**config.mk**
```make
export PLATFORM = sky130hd
export DESIGN_NAME = ordered_queue_keyed_removal
export DESIGN_NICKNAME = d
export VERILOG_FILES = /design/src/rtl/core/oqkr_pkg.sv /design/src/rtl/core/ordered_queue_keyed_removal.sv
export SDC_FILE = /design/constraint.sdc
export NUM_CORES = 1
export LEC_CHECK = 0
export ABC_AREA = 1
export BUFFER_PORTS_ARGS = -buffer_cell sky130_fd_sc_hd__buf_2
export CORE_MARGIN = 10
export CORE_UTILIZATION = 35
export CTS_CLUSTER_SIZE = 40
export DETAILED_ROUTE_END_ITERATION = 10
export GPL_ROUTABILITY_DRIVEN = 0
export PLACE_DENSITY = 0.51
export RECOVER_POWER = 100
export SLEW_MARGIN = 10
export SYNTH_ARGS = -nofsm -noshare
export SYNTH_HDL_FRONTEND = slang
export SYNTH_SLANG_ARGS = --single-unit
```
**constraint.sdc**
```tcl
create_clock -name clock -period 4.2 [get_ports clock]
set_input_delay 0.42 -clock clock [delete_from_list [all_inputs] [get_ports clock]]
set_output_delay 0.42 -clock clock [all_outputs]
set_load 0.05 [all_outputs]
```
**src/rtl/core/oqkr_pkg.sv**
```systemverilog
// ----------------------------------------------------------------------------
// oqkr_pkg: shared types and codes for the ordered queue
// Request and response payloads, the stored entry layout, operation and
// status codes, and the default capacity.
// ----------------------------------------------------------------------------
`default_nettype none

package oqkr_pkg;

   localparam int OQKR_CAPACITY = 16;

   // Operation codes carried in the func field.
   localparam logic [2:0] FUNC_APPEND = 3'd0;
   localparam logic [2:0] FUNC_POP    = 3'd1;
   localparam logic [2:0] FUNC_DELETE = 3'd2;
   localparam logic [2:0] FUNC_SEARCH = 3'd3;
   localparam logic [2:0] FUNC_CLEAR  = 3'd4;

   // Status codes carried in the response.
   localparam logic [1:0] STATUS_OK        = 2'd0;
   localparam logic [1:0] STATUS_EMPTY     = 2'd1;
   localparam logic [1:0] STATUS_NOT_FOUND = 2'd2;
   localparam logic [1:0] STATUS_FULL      = 2'd3;

   typedef struct packed {
      logic [2:0]  func;
      logic [15:0] key_id;
      logic [6:0]  entry_age;
      logic [15:0] record_ref;
   } req_type;

   typedef struct packed {
      logic [1:0]  status;
      logic        found;
      logic [15:0] removed_id;
      logic [6:0]  removed_age;
      logic [15:0] removed_ref;
      logic [4:0]  occupancy;
   } rsp_type;

   typedef struct packed {
      logic [15:0] key_id;
      logic [6:0]  entry_age;
      logic [15:0] record_ref;
   } entry_type;

endpackage

`default_nettype wire

```
**src/rtl/core/ordered_queue_keyed_removal.sv**
```systemverilog
// ----------------------------------------------------------------------------
// ordered_queue_keyed_removal: ordered store with keyed delete
// Holds up to CAPACITY entries in arrival order and runs append, pop head,
// delete by id, search and clear requests one at a time.
// ----------------------------------------------------------------------------
// The entries live in a single-port-read, single-port-write memory, and all
// multi-entry work is done by one id comparator walking that memory under a
// small sequencer, so the block handles one request at a time. With the output
// register free, append, clear and unused codes load their response in the
// cycle after acceptance and take the next request in the cycle after that.
// Search and a failed delete compare one entry per cycle. Pop head and a
// successful delete walk to the match and then move every later entry one
// slot toward the head, one entry per cycle; the memory read port sets this
// pace. A new request is taken as soon as the sequencer is idle, even while
// the previous response still waits in the output register; the sequencer
// only holds its finished result until that register is free. Memory contents
// need no clearing after reset, because only slots below the fill count are
// read.
`default_nettype none

module ordered_queue_keyed_removal
   import oqkr_pkg::*;
#(
   parameter int CAPACITY = OQKR_CAPACITY
) (
   input  wire logic    clock,
   input  wire logic    reset,
   input  wire logic    req_valid,
   output logic         req_ready,
   input  wire req_type req_data,
   output logic         rsp_valid,
   input  wire logic    rsp_ready,
   output rsp_type      rsp_data
);

   localparam int AW = $clog2(CAPACITY);
   localparam int CW = $clog2(CAPACITY + 1);
   localparam logic [CW-1:0] CAP_COUNT = CW'(CAPACITY);
   localparam logic [CW-1:0] ONE       = CW'(1);

   typedef enum logic [3:0] {
      S_IDLE  = 4'b0001,
      S_FIND  = 4'b0010,
      S_SHIFT = 4'b0100,
      S_DONE  = 4'b1000
   } state_type;

   // Control state.
   state_type        state_ff,   state_in;
   logic [CW-1:0]    count_ff,   count_in;
   logic [CW-1:0]    rd_addr_ff, rd_addr_in;
   logic             rd_vld_ff,  rd_vld_in;
   logic [CW-1:0]    rd_idx_ff,  rd_idx_in;
   logic             rsp_vld_ff, rsp_vld_in;

   // Payload state.
   logic [2:0]       op_ff,      op_in;
   logic [15:0]      key_ff,     key_in;
   rsp_type          res_ff,     res_in;
   rsp_type          rsp_ff,     rsp_in;
   entry_type        rd_data_ff;
   entry_type        slots_ff [CAPACITY];

   // Memory port controls.
   logic             issue_en;
   logic [CW-1:0]    issue_addr;
   logic             mem_we;
   logic [AW-1:0]    mem_wa;
   entry_type        mem_wd;
   logic [CW-1:0]    shift_wa;
   logic             hit;
   logic             req_fire;

   assign req_ready = (state_ff == S_IDLE);
   assign req_fire  = req_valid && req_ready;
   assign rsp_valid = rsp_vld_ff;
   assign rsp_data  = rsp_ff;

   // Pop head takes the first entry it reads; the other walks compare ids.
   assign hit = rd_vld_ff && ((op_ff == FUNC_POP) || (rd_data_ff.key_id == key_ff));

   // While shifting, the entry read from slot n is written back to slot n-1.
   assign shift_wa = rd_idx_ff - ONE;

   always_comb begin
      state_in   = state_ff;
      count_in   = count_ff;
      op_in      = op_ff;
      key_in     = key_ff;
      res_in     = res_ff;
      rsp_in     = rsp_ff;
      rsp_vld_in = rsp_vld_ff;
      issue_en   = 1'b0;
      issue_addr = rd_addr_ff;
      mem_we     = 1'b0;
      mem_wa     = count_ff[AW-1:0];
      mem_wd     = '{key_id:     req_data.key_id,
                     entry_age:  req_data.entry_age,
                     record_ref: req_data.record_ref};

      if (rsp_vld_ff && rsp_ready) begin
         rsp_vld_in = 1'b0;
      end

      unique case (state_ff)
         S_IDLE: begin
            if (req_fire) begin
               op_in    = req_data.func;
               key_in   = req_data.key_id;
               res_in   = '0;
               state_in = S_DONE;
               unique case (req_data.func)
                  FUNC_APPEND: begin
                     if (count_ff >= CAP_COUNT) begin
                        res_in.status = STATUS_FULL;
                     end else begin
                        mem_we   = 1'b1;
                        count_in = count_ff + ONE;
                     end
                  end
                  FUNC_POP, FUNC_DELETE, FUNC_SEARCH: begin
                     if (count_ff == '0) begin
                        res_in.status = STATUS_EMPTY;
                     end else begin
                        issue_en   = 1'b1;
                        issue_addr = '0;
                        state_in   = S_FIND;
                     end
                  end
                  FUNC_CLEAR: begin
                     count_in = '0;
                  end
                  default: begin
                  end
               endcase
            end
         end

         S_FIND: begin
            if (hit) begin
               if (op_ff == FUNC_SEARCH) begin
                  res_in.status = STATUS_OK;
                  res_in.found  = 1'b1;
                  state_in      = S_DONE;
               end else begin
                  // Capture the removed entry, then close the gap behind it.
                  res_in.status      = STATUS_OK;
                  res_in.found       = (op_ff == FUNC_DELETE);
                  res_in.removed_id  = rd_data_ff.key_id;
                  res_in.removed_age = rd_data_ff.entry_age;
                  res_in.removed_ref = rd_data_ff.record_ref;
                  issue_addr         = rd_idx_ff + ONE;
                  issue_en           = (issue_addr < count_ff);
                  state_in           = S_SHIFT;
               end
            end else if (rd_addr_ff >= count_ff) begin
               // The last entry has just been compared without a match.
               res_in.status = STATUS_NOT_FOUND;
               state_in      = S_DONE;
            end else begin
               issue_en = 1'b1;
            end
         end

         S_SHIFT: begin
            if (rd_vld_ff) begin
               mem_we = 1'b1;
               mem_wa = shift_wa[AW-1:0];
               mem_wd = rd_data_ff;
            end
            if (rd_addr_ff < count_ff) begin
               issue_en = 1'b1;
            end else begin
               count_in = count_ff - ONE;
               state_in = S_DONE;
            end
         end

         S_DONE: begin
            if (!rsp_vld_ff || rsp_ready) begin
               rsp_in           = res_ff;
               rsp_in.occupancy = 5'(count_ff);
               rsp_vld_in       = 1'b1;
               state_in         = S_IDLE;
            end
         end

         default: begin
            state_in = S_IDLE;
         end
      endcase

      rd_vld_in  = issue_en;
      rd_idx_in  = issue_addr;
      rd_addr_in = issue_en ? (issue_addr + ONE) : issue_addr;
   end

   always_ff @(posedge clock) begin
      if (reset) begin
         state_ff   <= S_IDLE;
         count_ff   <= '0;
         rd_addr_ff <= '0;
         rd_vld_ff  <= 1'b0;
         rd_idx_ff  <= '0;
         rsp_vld_ff <= 1'b0;
      end else begin
         state_ff   <= state_in;
         count_ff   <= count_in;
         rd_addr_ff <= rd_addr_in;
         rd_vld_ff  <= rd_vld_in;
         rd_idx_ff  <= rd_idx_in;
         rsp_vld_ff <= rsp_vld_in;
      end
   end

   always_ff @(posedge clock) begin
      op_ff  <= op_in;
      key_ff <= key_in;
      res_ff <= res_in;
      rsp_ff <= rsp_in;
   end

   // Entry memory: one write and one registered read per cycle.
   always_ff @(posedge clock) begin
      if (mem_we) begin
         slots_ff[mem_wa] <= mem_wd;
      end
      if (issue_en) begin
         rd_data_ff <= slots_ff[issue_addr[AW-1:0]];
      end
   end

   // The fill count never passes the capacity.
   assert property (@(posedge clock) disable iff (reset) count_ff <= CAP_COUNT)
      else $error("fill count above capacity");

   // An accepted request always leaves the idle state.
   assert property (@(posedge clock) disable iff (reset)
      req_fire |=> (state_ff != S_IDLE))
      else $error("request accepted but sequencer stayed idle");

   // An append into a store with room grows the fill count by one.
   assert property (@(posedge clock) disable iff (reset)
      (req_fire && (req_data.func == FUNC_APPEND) && (count_ff < CAP_COUNT))
      |=> (count_ff == $past(count_ff) + ONE))
      else $error("append did not grow the fill count");

   // The shift never writes back from the head slot.
   assert property (@(posedge clock) disable iff (reset)
      ((state_ff == S_SHIFT) && rd_vld_ff) |-> (rd_idx_ff != '0))
      else $error("shift read returned the head slot");

endmodule

`default_nettype wire
```
==> flow_summary.toml <==
[outcome]
status = "finished, violations left"
violations = "capacitance limit, slew limit"

[finish]
syn2layout_area_growth_pct = 14.2
n_fill_cell = 8716
design_area_mm2 = 0.0372
drive_gt1_share_pct = 8.21
nets = 2919

[grt]
grt_pass1_vias = 21300
grt_pass1_wl_um = 135000
antenna_found_initial = 1
grt_use_total_pct = 16.4
overflow = 0
grt_max_degree = 167

[routing]
avgViaCountPerCell = 5.14
num_vias = 21400
wl_um = 89000
drc = 0
drtIter0Drc = 1882
wire_per_inst_um = 21.4
antenna_left = 0
drt_first_pass_iters = 5

[clocking]
cts_hold_buf = 19
cts_setup_buffers = 0
clockBufferDepth = 3
numCtsBuffers = 83
clkSinkCount = 792
path_clk_slew_ps = 60
htree_levels = 3
cts.repair.resized = 0
clkLatencyLatePin_ps = 650
tritoncts = "built"
root_buffer = "clkbuf_16"

[floorplanning]
initial_core_util_pct = 35.4
die_h_um = 325
rows = 111
fp.dieW_um = 325
core_area_mm2 = 0.0921
dieArea_mm2 = 0.106
io_pins = 95

[critical_path]
crit_arrival_ps = 4070
worst-setup-path-type = "register to register"
critPathLaunchType = "register"
crit-reg2reg-launch = "state_ff[0]$_SDFFE_PP1P_"
crit_path_start = "state_ff[0]$_SDFFE_PP1P_"
crit_path_end_kind = "register"
cp_max_fo = 30
cp-endpoint = "slots_ff[6][20]$_DFFE_PP_"
reg2reg_slack_ps = 370
r2r_cells = 8
reg2reg_to = "slots_ff[6][20]$_DFFE_PP_"
cp.required_ps = 4450

[sta]
setup_viol = 0
fin_skew_ps = 26.2
post-route-period-util_pct = 91.2
min_period_ps = 3830
finalHoldViolations = 0
slew_headroom_pct = -12.4
worst_slack_ps = 370
grt_setup_unrepaired = "no"
worst_slew_pin_slew_ps = 1690
finalSetupTns_ps = 0
timing.fmax_ghz = 0.261
slew_viol_final = 70

[yosys]
synth-edff-count = 771
synth.distinct_cells = 39
yosys.area_share.adder_pct = 0.576
yosys.area_share.simple_pct = 21.3
synth_area_leaders = "edfxtp_1 71%, nand3_1 12%, nand2_1 7.4%"
ys_ff_latch = 792
synthesis.nets = 2797
synth_top_cell_by_area = "edfxtp_1"
synth_cells = 2736
yosysSeqAreaShare_pct = 72.3
muxShareOfSynthArea_pct = 0
yosysWarnings = 0
synth_top_family_by_area = "simple AND/OR/NAND/NOR gates"
synth_top_area_share_pct = 71.0
synth_flop_cell = "edfxtp_1"
ys_async_sr_fraction_pct = 0
synth_area_mm2 = 0.0326
yosys.area_share.xor_xnor_pct = 0.161
postSynthAreaPerCell_um2 = 11.9
synth_compound_area_share_pct = 1.45

[flow_run]
cap_violations = 2

[hold_path]
hp-class = "input pin to register"

[placement]
post-place-ws_ps = 491
io_buffer_count = 94
dp_hpwl_um = 48600
dpl_cell_area_mm2 = 0.0349

[power_and_ir_drop]
finalPower_mw = 16.9
power_density_mw_per_mm2 = 453
p_leak_nw = 13.3
irDropWorstVdd_mv = 0.358
==> worst min-delay path by stage <==
stage	startpoint	end	cells past startpoint
CTS	rsp_ready	rsp_valid$_SDFF_PP0_	4
detailed placement	res_ff[30]$_SDFFCE_PN0P_	rsp_data[30]$_DFFE_PP_	0
global route	rsp_ready	rsp_valid$_SDFF_PP0_	4
global placement	res_ff[16]$_SDFFCE_PN0P_	rsp_data[16]$_DFFE_PP_	0
floorplan	res_ff[10]$_SDFFCE_PN0P_	rsp_data[10]$_DFFE_PP_	0
finish	rsp_ready	rsp_valid$_SDFF_PP0_	4
==> kinds of logic after synthesis <==
| logic type | after synthesis |
|---|---|
| compound gates | 86 |
| xor+xnor | 6 |
| fa+ha+maj | 15 |
| buf+inv | 281 |
| flops | 792 |
| simple gates | 1556 |
==> worst max-delay path: stages (launching register included) <==
cell      delay (ps)
dfxtp_1          360
nor4_4           450
inv_1            230
nor2_1           310
clkinv_2         280
o31ai_1          290
nand3_1          430
nor2_1           240
buf_2            780
==> flip-flops by register name, summed over array words and instances (netlist names) <==
| name | flops |
|---|---|
| key_ff | 16 |
| count_ff | 5 |
| rd_addr_ff | 5 |
| slots_ff | 624 |
| rd_data_ff | 39 |
| rsp_valid | 1 |
| state_ff | 4 |
| rsp_data | 47 |
| rd_vld_ff | 1 |
| rd_idx_ff | 5 |
| op_ff | 3 |
| res_ff | 42 |
==> layout make-up <==
| class | instances | area, um^2 | area share [%] |
|---|---|---|---|
| Inverter | 106 | 399 | 1.07 |
| Multi-Input combinational cell | 1663 | 7780 | 20.9 |
| Clock inverter | 52 | 457 | 1.23 |
| Sequential cell | 792 | 23600 | 63.3 |
| Timing Repair Buffer | 212 | 1320 | 3.55 |
| Tap cell | 1243 | 1560 | 4.18 |
| Clock buffer | 99 | 2140 | 5.74 |
| Antenna cell | 1 | 2.50 | 0.00672 |
==> power by group <==
| group | switching (mW) | internal [mW] | leakage [nW] | total, mW |
|---|---|---|---|---|
| sequential | 0.0495 | 8.83 | 7.15 | 8.88 |
| combinational | 0.650 | 0.208 | 4.85 | 0.859 |
| clock | 3.07 | 4.07 | 1.27 | 7.14 |
==> per-layer routing <==
layer,up-vias,track usage (%),part of all wire [%],wire (um)
met5,-,0,0,0
met4,0,4.81,1.9,1700
met3,103,3.13,7.0,6240
met2,697,26.9,48,42500
met1,10600,21.9,43,38600
li1,9997,-,-,-
==> cell usage in the layout (no fill, tap or decap), drive strengths merged, types with 2 or more instances in the layout <==
master / count
a211oi: 3
a21oi: 21
a22oi: 2
buf: 56
bufinv: 7
clkbuf: 236
clkinv: 38
dfxtp: 21
dlygate4sd3: 19
edfxtp: 771
ha: 15
inv: 112
nand2: 647
nand3: 796
nand4: 3
nor2: 95
nor3: 11
nor4: 2
o21ai: 55
xor2: 5
==> per-stage QoR <==
step                      hold slack [ps]  util, %  cells
after floorplan                       400        -   2736
after global placement                401     37.9   3997
after detailed placement              405     37.9   3997
after CTS                            66.2     40.9   4167
after global routing                  132     40.4   4168
final                                 108     40.4   4168
==> synth_stat cells (2+ instances only) <==
cell type,instances
nand3_1,793
edfxtp_1,771
nand2_1,641
nor2_1,94
inv_1,90
clkbuf_1,67
buf_2,57
o21ai_0,55
buf_4,30
dfxtp_1,21
a21oi_1,20
buf_6,16
inv_2,16
ha_1,15
nor3_1,9
buf_1,5
xor2_1,5
nand2_2,4
a211oi_1,3
nand4_1,3
nand2_4,2
nand3_2,2
No activity file was read; power rests on OpenSTA's default activity.
